===== src/design/bafe_pkg.sv =====
// Shared widths, register indexes and reset values for the box average filter.
package bafe_pkg;

    localparam int SAMPLE_W   = 8;
    localparam int RADIUS_W   = 3;
    localparam int FRAC_W     = 4;
    localparam int CFG_IDX_W  = 2;
    localparam int CFG_DATA_W = 4;
    localparam int DIVIDEND_W = 16;

    typedef logic [DIVIDEND_W-1:0] dividend_t;
    typedef logic [CFG_IDX_W-1:0]  cfg_idx_t;

    localparam cfg_idx_t REG_RADIUS    = 2'd0;
    localparam cfg_idx_t REG_NORM_MODE = 2'd1;
    localparam cfg_idx_t REG_FRAC_BITS = 2'd2;

    localparam logic [RADIUS_W-1:0] RADIUS_RESET = 3'd1;
    localparam logic [FRAC_W-1:0]   FRAC_RESET   = 4'd8;

    localparam logic NORM_DIVIDE = 1'b0;
    localparam logic NORM_RECIP  = 1'b1;

    localparam logic [SAMPLE_W-1:0] AVG_MAX = '1;

endpackage


===== src/design/bafe_div.sv =====
// Radix-2 restoring divider, one quotient bit per cycle.
module bafe_div #(
    parameter int DIVISOR_W = 4
) (
    input  logic                clk,
    input  logic                rst_n,
    input  logic                start,
    input  bafe_pkg::dividend_t dividend,
    input  logic [DIVISOR_W-1:0] divisor,
    output logic                done,
    output bafe_pkg::dividend_t quotient
);
    import bafe_pkg::*;

    localparam int CNT_W = $clog2(DIVIDEND_W + 1);

    logic [CNT_W-1:0]     cnt_reg, cnt_next;
    logic                 done_reg, done_next;
    dividend_t            quo_reg, quo_next;
    logic [DIVISOR_W-1:0] rem_reg, rem_next;
    logic [DIVISOR_W-1:0] den_reg, den_next;
    logic [DIVISOR_W:0]   trial;

    always_comb
    begin
        trial     = {rem_reg, quo_reg[DIVIDEND_W-1]};
        cnt_next  = cnt_reg;
        quo_next  = quo_reg;
        rem_next  = rem_reg;
        den_next  = den_reg;
        done_next = 1'b0;
        if (start)
        begin
            quo_next = dividend;
            rem_next = '0;
            den_next = divisor;
            cnt_next = CNT_W'(DIVIDEND_W);
        end
        else if (cnt_reg != '0)
        begin
            // remainder stays below the divisor, so the trial fits one extra bit
            if (trial >= {1'b0, den_reg})
            begin
                rem_next = DIVISOR_W'(trial - {1'b0, den_reg});
                quo_next = {quo_reg[DIVIDEND_W-2:0], 1'b1};
            end
            else
            begin
                rem_next = trial[DIVISOR_W-1:0];
                quo_next = {quo_reg[DIVIDEND_W-2:0], 1'b0};
            end
            cnt_next  = cnt_reg - 1'b1;
            done_next = (cnt_reg == CNT_W'(1));
        end
    end

    always_ff @(posedge clk or negedge rst_n)
    begin
        if (!rst_n)
        begin
            cnt_reg  <= '0;
            done_reg <= 1'b0;
        end
        else
        begin
            cnt_reg  <= cnt_next;
            done_reg <= done_next;
        end
    end

    always_ff @(posedge clk)
    begin
        quo_reg <= quo_next;
        rem_reg <= rem_next;
        den_reg <= den_next;
    end

    assign done     = done_reg;
    assign quotient = quo_reg;

endmodule


===== src/design/box_average_filter_edge_replicate.sv =====
// Each output sums the 2r+1 window taps serially and runs the serial divider, then goes straight
// to the output register (mode 0) or through multiply and scale first (mode 1); r is the clamped radius.
// Throughput: one sample per item; the item holds the block for all outputs it causes
// (up to r+1 on the last sample of a line), set by the serial tap sum and the shared divider.
// Input is not ready while an item is in work or a result waits on the output.
// Reset (rst_n, asynchronous, low) empties the line and restores radius 1, mode 0, q 8.
module box_average_filter_edge_replicate #(
    parameter int MAX_RADIUS = 7
) (
    input  logic                          clk,
    input  logic                          rst_n,
    input  logic                          s_axis_tvalid,
    output logic                          s_axis_tready,
    input  logic [bafe_pkg::SAMPLE_W-1:0] s_axis_tdata,   // [7:0] sample
    input  logic                          s_axis_tlast,   // line_end
    output logic                          m_axis_tvalid,
    input  logic                          m_axis_tready,
    output logic [bafe_pkg::SAMPLE_W-1:0] m_axis_tdata,   // [7:0] average
    output logic                          m_axis_tlast,   // final_res
    input  logic                          cfg_valid,
    output logic                          cfg_ready,
    input  bafe_pkg::cfg_idx_t            cfg_index,
    input  logic [bafe_pkg::CFG_DATA_W-1:0] cfg_data
);
    import bafe_pkg::*;

    localparam int WIN_DEPTH = 2 * MAX_RADIUS + 1;
    localparam int IDX_W     = $clog2(WIN_DEPTH);
    localparam int SEEN_W    = $clog2(WIN_DEPTH + 1);
    localparam int RAD_W     = $clog2(MAX_RADIUS + 1);
    localparam int DIVISOR_W = $clog2(2 * MAX_RADIUS + 2);
    localparam int POS_W     = DIVISOR_W + 1;
    localparam int SUM_W     = $clog2(WIN_DEPTH * 255 + 1);
    localparam int PROD_W    = DIVIDEND_W + SUM_W;
    localparam int RCMP_W    = (RAD_W > RADIUS_W) ? RAD_W : RADIUS_W;

    typedef enum logic [2:0] {
        ST_IDLE,
        ST_SUM,
        ST_DIV_START,
        ST_DIV_WAIT,
        ST_MUL,
        ST_SCALE,
        ST_OUT
    } state_t;

    state_t state_reg, state_next;

    logic [RADIUS_W-1:0] radius_reg, radius_next;
    logic                norm_reg, norm_next;
    logic [FRAC_W-1:0]   frac_reg, frac_next;

    logic [SAMPLE_W-1:0] window_reg [WIN_DEPTH];
    logic [SAMPLE_W-1:0] window_next [WIN_DEPTH];
    logic [SEEN_W-1:0]    seen_reg, seen_next;
    logic [RAD_W-1:0]     lag_reg, lag_next;
    logic [DIVISOR_W-1:0] tap_reg, tap_next;
    logic                 last_reg, last_next;
    logic [SUM_W-1:0]     sum_reg, sum_next;
    logic [PROD_W-1:0]    prod_reg, prod_next;
    logic [SAMPLE_W-1:0]  avg_reg, avg_next;
    logic                 final_reg, final_next;

    logic [RCMP_W-1:0]       radius_cmp;
    logic [RAD_W-1:0]        r_eff;
    logic [SEEN_W-1:0]       seen_inc;
    logic [POS_W-1:0]        seen_m1;
    logic signed [POS_W-1:0] tap_pos;
    logic signed [POS_W-1:0] top_pos;
    logic [IDX_W-1:0]        tap_idx;
    logic [SAMPLE_W-1:0]     tap_val;
    logic [DIVISOR_W-1:0]    divisor;
    dividend_t               dividend;
    dividend_t               quotient;
    logic                    div_start;
    logic                    div_done;
    logic [PROD_W-1:0]       half;
    logic [PROD_W-1:0]       shifted;

    always_comb
    begin
        radius_cmp = RCMP_W'(radius_reg);
        r_eff      = (radius_cmp > RCMP_W'(MAX_RADIUS)) ? RAD_W'(MAX_RADIUS)
                                                        : RAD_W'(radius_cmp);
        seen_inc   = (seen_reg < SEEN_W'(WIN_DEPTH)) ? seen_reg + 1'b1 : seen_reg;
        seen_m1    = POS_W'(seen_inc) - 1'b1;

        // replicate edges: clamp the tap offset into the samples held so far
        tap_pos = POS_W'(lag_reg) + POS_W'(r_eff) - POS_W'(tap_reg);
        top_pos = POS_W'(seen_reg) - 1'b1;
        if (tap_pos < 0)
            tap_idx = '0;
        else if (tap_pos > top_pos)
            tap_idx = IDX_W'(top_pos);
        else
            tap_idx = IDX_W'(tap_pos);
        tap_val = window_reg[tap_idx];

        divisor   = DIVISOR_W'({r_eff, 1'b1});
        dividend  = (norm_reg == NORM_DIVIDE) ? DIVIDEND_W'(sum_reg) + DIVIDEND_W'(r_eff)
                                              : DIVIDEND_W'(1) << frac_reg;
        div_start = (state_reg == ST_DIV_START);
        half      = (PROD_W'(1) << frac_reg) >> 1;
        shifted   = prod_reg >> frac_reg;
    end

    always_comb
    begin
        state_next  = state_reg;
        radius_next = radius_reg;
        norm_next   = norm_reg;
        frac_next   = frac_reg;
        window_next = window_reg;
        seen_next   = seen_reg;
        lag_next    = lag_reg;
        tap_next    = tap_reg;
        last_next   = last_reg;
        sum_next    = sum_reg;
        prod_next   = prod_reg;
        avg_next    = avg_reg;
        final_next  = final_reg;

        if (cfg_valid)
        begin
            case (cfg_index)
                REG_RADIUS:    radius_next = cfg_data[RADIUS_W-1:0];
                REG_NORM_MODE: norm_next   = cfg_data[0];
                REG_FRAC_BITS: frac_next   = cfg_data[FRAC_W-1:0];
                default:       ;
            endcase
        end

        case (state_reg)
            ST_IDLE:
            begin
                if (s_axis_tvalid)
                begin
                    window_next[0] = s_axis_tdata;
                    for (int i = 1; i < WIN_DEPTH; i++)
                        window_next[i] = window_reg[i-1];
                    seen_next = seen_inc;
                    last_next = s_axis_tlast;
                    tap_next  = '0;
                    sum_next  = '0;
                    if (s_axis_tlast)
                    begin
                        // flush: start at the oldest position still owed
                        lag_next   = (POS_W'(r_eff) < seen_m1) ? r_eff : RAD_W'(seen_m1);
                        state_next = ST_SUM;
                    end
                    else if (POS_W'(seen_inc) > POS_W'(r_eff))
                    begin
                        lag_next   = r_eff;
                        state_next = ST_SUM;
                    end
                end
            end
            ST_SUM:
            begin
                sum_next = sum_reg + SUM_W'(tap_val);
                if (tap_reg == DIVISOR_W'({r_eff, 1'b0}))
                    state_next = ST_DIV_START;
                else
                    tap_next = tap_reg + 1'b1;
            end
            ST_DIV_START:
            begin
                state_next = ST_DIV_WAIT;
            end
            ST_DIV_WAIT:
            begin
                if (div_done)
                begin
                    if (norm_reg == NORM_DIVIDE)
                    begin
                        avg_next   = (quotient > DIVIDEND_W'(AVG_MAX)) ? AVG_MAX
                                                                      : quotient[SAMPLE_W-1:0];
                        final_next = last_reg && (lag_reg == '0);
                        state_next = ST_OUT;
                    end
                    else
                        state_next = ST_MUL;
                end
            end
            ST_MUL:
            begin
                // quotient holds the reciprocal floor(2^q / (2r+1))
                prod_next  = quotient * sum_reg + half;
                state_next = ST_SCALE;
            end
            ST_SCALE:
            begin
                avg_next   = (shifted > PROD_W'(AVG_MAX)) ? AVG_MAX : shifted[SAMPLE_W-1:0];
                final_next = last_reg && (lag_reg == '0);
                state_next = ST_OUT;
            end
            ST_OUT:
            begin
                if (m_axis_tready)
                begin
                    if (last_reg && (lag_reg != '0))
                    begin
                        lag_next   = lag_reg - 1'b1;
                        tap_next   = '0;
                        sum_next   = '0;
                        state_next = ST_SUM;
                    end
                    else
                    begin
                        if (last_reg)
                            seen_next = '0;
                        state_next = ST_IDLE;
                    end
                end
            end
            default:
            begin
                state_next = ST_IDLE;
            end
        endcase
    end

    always_ff @(posedge clk or negedge rst_n)
    begin
        if (!rst_n)
        begin
            state_reg  <= ST_IDLE;
            radius_reg <= RADIUS_RESET;
            norm_reg   <= NORM_DIVIDE;
            frac_reg   <= FRAC_RESET;
            seen_reg   <= '0;
            lag_reg    <= '0;
            tap_reg    <= '0;
            last_reg   <= 1'b0;
            final_reg  <= 1'b0;
        end
        else
        begin
            state_reg  <= state_next;
            radius_reg <= radius_next;
            norm_reg   <= norm_next;
            frac_reg   <= frac_next;
            seen_reg   <= seen_next;
            lag_reg    <= lag_next;
            tap_reg    <= tap_next;
            last_reg   <= last_next;
            final_reg  <= final_next;
        end
    end

    always_ff @(posedge clk)
    begin
        window_reg <= window_next;
        sum_reg    <= sum_next;
        prod_reg   <= prod_next;
        avg_reg    <= avg_next;
    end

    bafe_div #(
        .DIVISOR_W (DIVISOR_W)
    ) u_div (
        .clk      (clk),
        .rst_n    (rst_n),
        .start    (div_start),
        .dividend (dividend),
        .divisor  (divisor),
        .done     (div_done),
        .quotient (quotient)
    );

    assign s_axis_tready = (state_reg == ST_IDLE);
    assign m_axis_tvalid = (state_reg == ST_OUT);
    assign m_axis_tdata  = avg_reg;
    assign m_axis_tlast  = final_reg;
    assign cfg_ready     = 1'b1;

endmodule


===== config.mk =====
export PLATFORM = sky130hd
export DESIGN_NAME = box_average_filter_edge_replicate
export DESIGN_NICKNAME = d
export VERILOG_FILES = /design/src/design/bafe_pkg.sv /design/src/design/bafe_div.sv /design/src/design/box_average_filter_edge_replicate.sv
export SDC_FILE = /design/constraint.sdc
export NUM_CORES = 1
export LEC_CHECK = 0
export ABC_AREA = 1
export BUFFER_PORTS_ARGS = -buffer_cell sky130_fd_sc_hd__buf_2
export CAP_MARGIN = 30
export CORE_ASPECT_RATIO = 1.1
export CORE_UTILIZATION = 45
export DETAILED_ROUTE_END_ITERATION = 10
export SLEW_MARGIN = 25
export SYNTH_ARGS = -nofsm -noshare
export SYNTH_HDL_FRONTEND = slang
export SYNTH_SLANG_ARGS = --single-unit

===== constraint.sdc =====
create_clock -name clk -period 7.75 [get_ports clk]
set_input_delay 0.775 -clock clk [delete_from_list [all_inputs] [get_ports clk]]
set_output_delay 0.775 -clock clk [all_outputs]
set_load 0.02 [all_outputs]

-- Word level (Yosys, flattened, before mapping)
Index checks and enable logic that the tools add are counted.
W data, S select, Z words.
- order comparisons: 10
- bitwise logic cells: 1
- multiplexer cells: 54
- $mul: 1
- shift-type cells: 3
- $add $sub $neg: 12
- reduce and logical (&&, ||, !) cells: 21
- equal/unequal tests: 20
- operators with widths (kind ; number):
    $mux W16 ; 3
    $mux W4 ; 12
    $mux W8 ; 6
    $mux W3 ; 13
    $mux W12 ; 3
    $pmux W12 S3 ; 1
    $bmux W8 S4 ; 1
    $add A28 B27 Y28 ; 1
    $gt A28 B8 Y1 const B ; 1
    $mul A16 B12 Y28 ; 1
    $shl A1 B4 Y28 const A ; 1
    $shr A28 B4 Y28 ; 1
    $pmux W3 S7 ; 1
    $reduce_and A5 Y1 ; 4
    $gt A16 B8 Y1 const B ; 1
    $pmux W8 S2 ; 1
    $shl A1 B4 Y16 const A ; 1
    $add A12 B3 Y13 ; 1
    $add A12 B8 Y12 ; 1
    $pmux W4 S3 ; 1
    $mux W5 ; 2
    $ne A2 B2 Y1 const B ; 5
    $sub A4 B1 Y5 const B ; 2
    $eq A3 B3 Y1 const B ; 3
    37 further kinds ; 55
- logic and storage cells: 154
- output and inout port bits: 12
- input bits: 20
- register bits: 221

-- Depth between registers and ports, before layout
- depth in word-level cells: 13
- gate-level depth with buffers: 40
- mapped depth without buffers: 39

-- By module
A second synthesis with hierarchy kept.
- cell total of the unflattened synthesis: 2084
- area, all modules: 18246.2 um^2
- by module, submodules not included (module ; cells each ; times used ; area each (um^2)):
    box_average_filter_edge_replicate ; 1930 ; 1 ; 16799.9
    bafe_div ; 154 ; 1 ; 1446.4

-- Worst setup path before layout
Ideal clock, no wire load.
- kind: register -> register
- start point: register state_reg[0]
- end point: register window_reg[0] (netlist bit) (enable)
- stages on the path, launching flop included: 6
- buffers on the path: 0
- slack: 1.024 ns
- arrival: 6.122 ns
- data required time: 7.146 ns
- cells stage by stage: dfrtp_1 > nor2_1 > inv_1 > nor2_1 > inv_1 > nor2_1
- word-level cells in the longest chain between the ends: 2
- ends and longest elaborated chain (item ; RTL line ; source):
    from (decl) ; box_average_filter_edge_replicate.sv:47 ; state_t state_reg, state_next;
    from (signal assigned) ; box_average_filter_edge_replicate.sv:239 ; state_reg <= state_next;
    $logic_not A3 Y1 ; n/a ;
    via s_axis_tready ; box_average_filter_edge_replicate.sv:13 ; output logic s_axis_tready,
    $reduce_and A2 Y1 (no source line) ; n/a ;
    to (signal assigned) ; box_average_filter_edge_replicate.sv:253 ; window_reg <= window_next;
    to (decl) ; box_average_filter_edge_replicate.sv:53 ; logic [SAMPLE_W-1:0] window_reg [WIN_DEPTH];
The timed path passes the listed nets, and every way through them passes these cells.
A chain may end at the register's enable or synchronous reset.

-- Worst setup path after layout
- start point: register radius_reg[0], in the netlist radius_cmp[0]
- end point: register sum_reg[10], data pin
- word-level cells in the longest chain between the ends: 13
- elaborated cells on any way between the ends: 14
- classes of those cells: 3 x add/sub; 3 x order compare; 7 x mux; 1 x bitwise
- ends and longest elaborated chain (item ; RTL line ; source):
    from (decl) ; box_average_filter_edge_replicate.sv:49 ; logic [RADIUS_W-1:0] radius_reg, radius_next;
    from (signal assigned) ; box_average_filter_edge_replicate.sv:240 ; radius_reg <= radius_next;
    $gt A3 B3 Y1 ; box_average_filter_edge_replicate.sv:83 ; r_eff = (radius_cmp > RCMP_W'(MAX_RADIUS)) ? RAD_W'(MAX_RADIUS)
    $mux W3 (*) ; box_average_filter_edge_replicate.sv:83 ;
    $add A3 B3 Y4 (*) ; box_average_filter_edge_replicate.sv:89 ; tap_pos = POS_W'(lag_reg) + POS_W'(r_eff) - POS_W'(tap_reg);
    $sub A4 B4 Y5 (*) ; box_average_filter_edge_replicate.sv:89 ;
    $gt A5 B5 Y1 ; box_average_filter_edge_replicate.sv:93 ; else if (tap_pos > top_pos)
    $mux W4 ; box_average_filter_edge_replicate.sv:93 ;
    $mux W4 (*) ; box_average_filter_edge_replicate.sv:91 ; if (tap_pos < 0)
    $not A4 Y5 (not written as such) (*) ; box_average_filter_edge_replicate.sv:97 ; tap_val = window_reg[tap_idx];
    $bmux W8 S4 (*) ; box_average_filter_edge_replicate.sv:97 ;
    $mux W8 (not written as such) (*) (2 in a row) ; box_average_filter_edge_replicate.sv:97 ;
    $add A12 B8 Y12 (*) ; box_average_filter_edge_replicate.sv:160 ; sum_next = sum_reg + SUM_W'(tap_val);
    $pmux W12 S3 (*) ; box_average_filter_edge_replicate.sv:133 ; case (state_reg)
    to (signal assigned) ; box_average_filter_edge_replicate.sv:254 ; sum_reg <= sum_next;
    to (decl) ; box_average_filter_edge_replicate.sv:59 ; logic [SUM_W-1:0] sum_reg, sum_next;
Mark *: on every way between the ends. The rest lies on a longest branch, timed or not. The select of a mux whose other input is x is not followed.

==> out/summary.json <==
{
  "slew_headroom_pct": 33.9,
  "critical_path.max_stage_delay_ns": 0.73,
  "routabilityCongestion": 0.889,
  "netlist_instances": 2074,
  "start_util_pct": 45.6,
  "critical_path_class": "reg2reg",
  "first_pass_grt_wire_length_um": 71700,
  "status": "finished clean",
  "clkLatencyLatePin_ns": 0.56,
  "count_of_inserted_antenna_diode_cells": 0,
  "postSynthAreaPerCell_um2": 8.84,
  "synth_adder_area_share_pct": 25.2,
  "buffer_ports.inserted": 30,
  "timing.critical_path.arrival_ns": 6.83,
  "worst_slack_at_placement_ns": 1.24,
  "design.final.nets": 2343,
  "post_cts_buffers": 0,
  "first_global_vias": 14276,
  "max_freq_ghz": 0.153,
  "die_y_um": 214,
  "endpoint_kind": "flip-flop",
  "num_io_pins": 32,
  "antenna_violations_before_repair": 0,
  "detail_route.wl_per_cell_um": 16.6,
  "ys.warnings.count": 0,
  "synth_compound_gate_area_share_pct": 7.23,
  "numCtsBuffers": 26,
  "drt-vias-per-instance": 5.36,
  "final-hold-violation-count": 0,
  "mappedNetlistNets": 2367,
  "max-cap-violations": 0,
  "grt_start_max_net_pins": 65,
  "clockRootBuffer": "clkbuf_16",
  "post_synth_and_or_nand_nor_area_fraction_pct": 19.6,
  "layout-area-overhead-vs-synth_pct": 7.07,
  "rsz_0062_raised_after_global_routing": "no",
  "initialDrtViolationCount": 715,
  "hold_path.class": "in2async",
  "worst-r2r-cell-count": 36,
  "timing.setup.tns_ns": 0,
  "r2r-end": "sum_reg[10]",
  "smallest_setup_slack_after_layout_ns": 1.23,
  "crit_required_ns": 8.06,
  "regToRegStartpoint": "radius_cmp[0]",
  "asyncSetResetFlopFracSynth_pct": 13.6,
  "setup_viol_count_final": 0,
  "final_wirelength_um": 42900,
  "transition_at_the_pin_with_the_smallest_max_transition_slack_ns": 0.991,
  "timing.critical_path.slowest_stage_cell": "nand3_4",
  "final_global_route_overflow_total": 0,
  "final_period_minus_worst_setup_slack_ns": 6.52,
  "max-clock-path-buffers": 3,
  "cts-resized-gates": 0,
  "syn-cell-area_um2": 18300,
  "timing.final.crit_share_pct": 84.1,
  "synth_sequential_area_ratio_pct": 35.2,
  "post_route_antenna_net_violation_count": 0,
  "vias": 13857,
  "finalMaxSlewViolations": 0,
  "core_region_area_um2": 40200,
  "proportion_of_layout_cells_with_a_drive_suffix_above_1_pct": 5.89,
  "synthMuxAreaShare_pct": 0.109,
  "drc": 0,
  "cts.sink_count": 221,
  "fp.dieArea_um2": 41600,
  "detailed_place_hpwl_um": 31800,
  "global_route.usage.total_pct": 21.4,
  "critical-path-top-cell-by-count": "inv_1",
  "placement_rows": 77,
  "worst_setup_path_start_kind": "flip-flop",
  "ys_ff_latch": 221,
  "cp-startpoint": "radius_cmp[0]",
  "number_of_flip_flops_under_the_largest_register_name": 120,
  "synth_top_family_by_area": "adder cells",
  "fin_worst_skew_ns": 0.0125,
  "crit_path_max_fanout": 64,
  "cts_stage_hold_buffer_count": 0,
  "dieWidth_um": 194,
  "synth_cell_type_count": 63,
  "synth-edff-count": 187,
  "worst_setup_hold_path_clk_slew_ns": 0.07,
  "xor_xnor_share_of_the_synthesized_area_pct": 2.01,
  "htreeDepth": 1,
  "drtPass1Iterations": 8,
  "reg2reg_slack_ns": 1.23,
  "ys_dominant_reg_cell": "edfxtp_1",
  "clock_tree_from_tritoncts": "built"
}
-- per-layer routing --
| layer | track usage (%) | wire (µm) | vias to the layer above |
|---|---|---|---|
| li1 | - | - | 6664 |
| met1 | 26.8 | 18400 | 6854 |
| met2 | 39.1 | 21800 | 260 |
| met3 | 2.19 | 1580 | 79 |
| met4 | 6.65 | 1140 | 0 |
| met5 | 0 | 0 | - |
-- how the worst max path moves through the flow --
stage	to	slack, ns	cells past startpoint
finish	sum_reg[10]	1.23	36
global route	sum_reg[10]	0.44	38
CTS	sum_reg[10]	1.23	36
detailed placement	sum_reg[10]	1.24	37
global placement	sum_reg[10]	1.41	37
floorplan	window_reg[0]	1.02	5
-- synth_stat cells (all sizes together), types with 2 or more instances --
master | n | share of area, %
nand4 | 65 | 2.2
nand2 | 476 | 9.9
nor3 | 18 | 0.58
and2 | 2 | 0.068
clkbuf | 58 | 1.2
inv | 383 | 7.8
o221ai | 3 | 0.14
nor4 | 6 | 0.20
edfxtp | 187 | 31
o21bai | 2 | 0.082
fa | 160 | 17
a211oi | 2 | 0.082
ha | 113 | 7.7
xnor2 | 11 | 0.53
o21ai | 98 | 2.7
xor2 | 31 | 1.5
o31ai | 4 | 0.16
a22oi | 5 | 0.20
a21oi | 72 | 2.0
mux2i | 2 | 0.11
dfrtp | 28 | 3.8
a21boi | 2 | 0.082
or2 | 6 | 0.20
clkinv | 4 | 0.082
buf | 42 | 1.6
a31oi | 8 | 0.27
dfxtp | 4 | 0.44
o22ai | 10 | 0.34
nand3 | 158 | 4.5
nor3b | 2 | 0.11
dfstp | 2 | 0.29
o211ai | 6 | 0.25
o21a | 9 | 0.37
nor2 | 82 | 1.8
-- logic make-up after synthesis --
group | after synthesis
muxes | 2
buffers and inverters | 487
xor gates and xnor gates | 42
other | 1
DFF | 221
and+or+nand+nor | 816
AOI/OAI and AO/OA | 232
adders and majority gates | 273
-- metrics by stage --
step           hold WS [ns]  instance area, µm²  cells  util, %
2_1_floorplan         0.426               18300   2074        -
3_3_place_gp          0.429               18700   2532     46.6
3_5_place_dp          0.433               18800   2533     46.7
4_1_cts               0.276               19600   2581     48.8
5_1_grt               0.318               19600   2583     48.9
6_report              0.276               19600   2583     48.9
-- worst max-delay path: cells and delay by family, from the launching register on --
kind / cells / cell delay [ns]
flip-flops: 1 / 0.61
AND/OR/NAND/NOR: 17 / 2.81
adder cells (fa/ha/maj): 6 / 1.68
AO/OA/AOI/OAI: 6 / 0.77
buffers and inverters: 7 / 0.39
-- layout make-up --
class                   instances  area [µm²]
well taps                     513         642
clock buffers                  29         662
inverters                     387        1450
fillers                      3888       20500
repair buffers                 48         318
multi-input cells            1366        9940
clock inverters                19         165
flip-flops and latches        221        6450
-- layout by cell type, fill, tap and decap left out, types with 4 or more instances in the layout --
| master | instances |
|---|---|
| o22ai_1 | 10 |
| clkinv_2 | 5 |
| dfrtp_1 | 28 |
| buf_2 | 30 |
| ha_1 | 113 |
| xor2_1 | 31 |
| clkinv_1 | 12 |
| o31ai_1 | 4 |
| o21ai_0 | 97 |
| nor3_1 | 15 |
| buf_4 | 16 |
| o211ai_1 | 6 |
| inv_1 | 375 |
| nand3_1 | 155 |
| a21oi_1 | 70 |
| or2_2 | 5 |
| clkbuf_16 | 26 |
| dfxtp_1 | 4 |
| inv_2 | 9 |
| a22oi_1 | 5 |
| fa_1 | 160 |
| o21a_1 | 9 |
| edfxtp_1 | 187 |
| nand2_1 | 471 |
| xnor2_1 | 11 |
| a31oi_1 | 8 |
| nor4_1 | 6 |
| nor2_1 | 76 |
| nand4_1 | 65 |
Power is left out: the tool's default activity adds up to more than one toggle a clock period on the data nets, which glitch-free logic cannot reach.
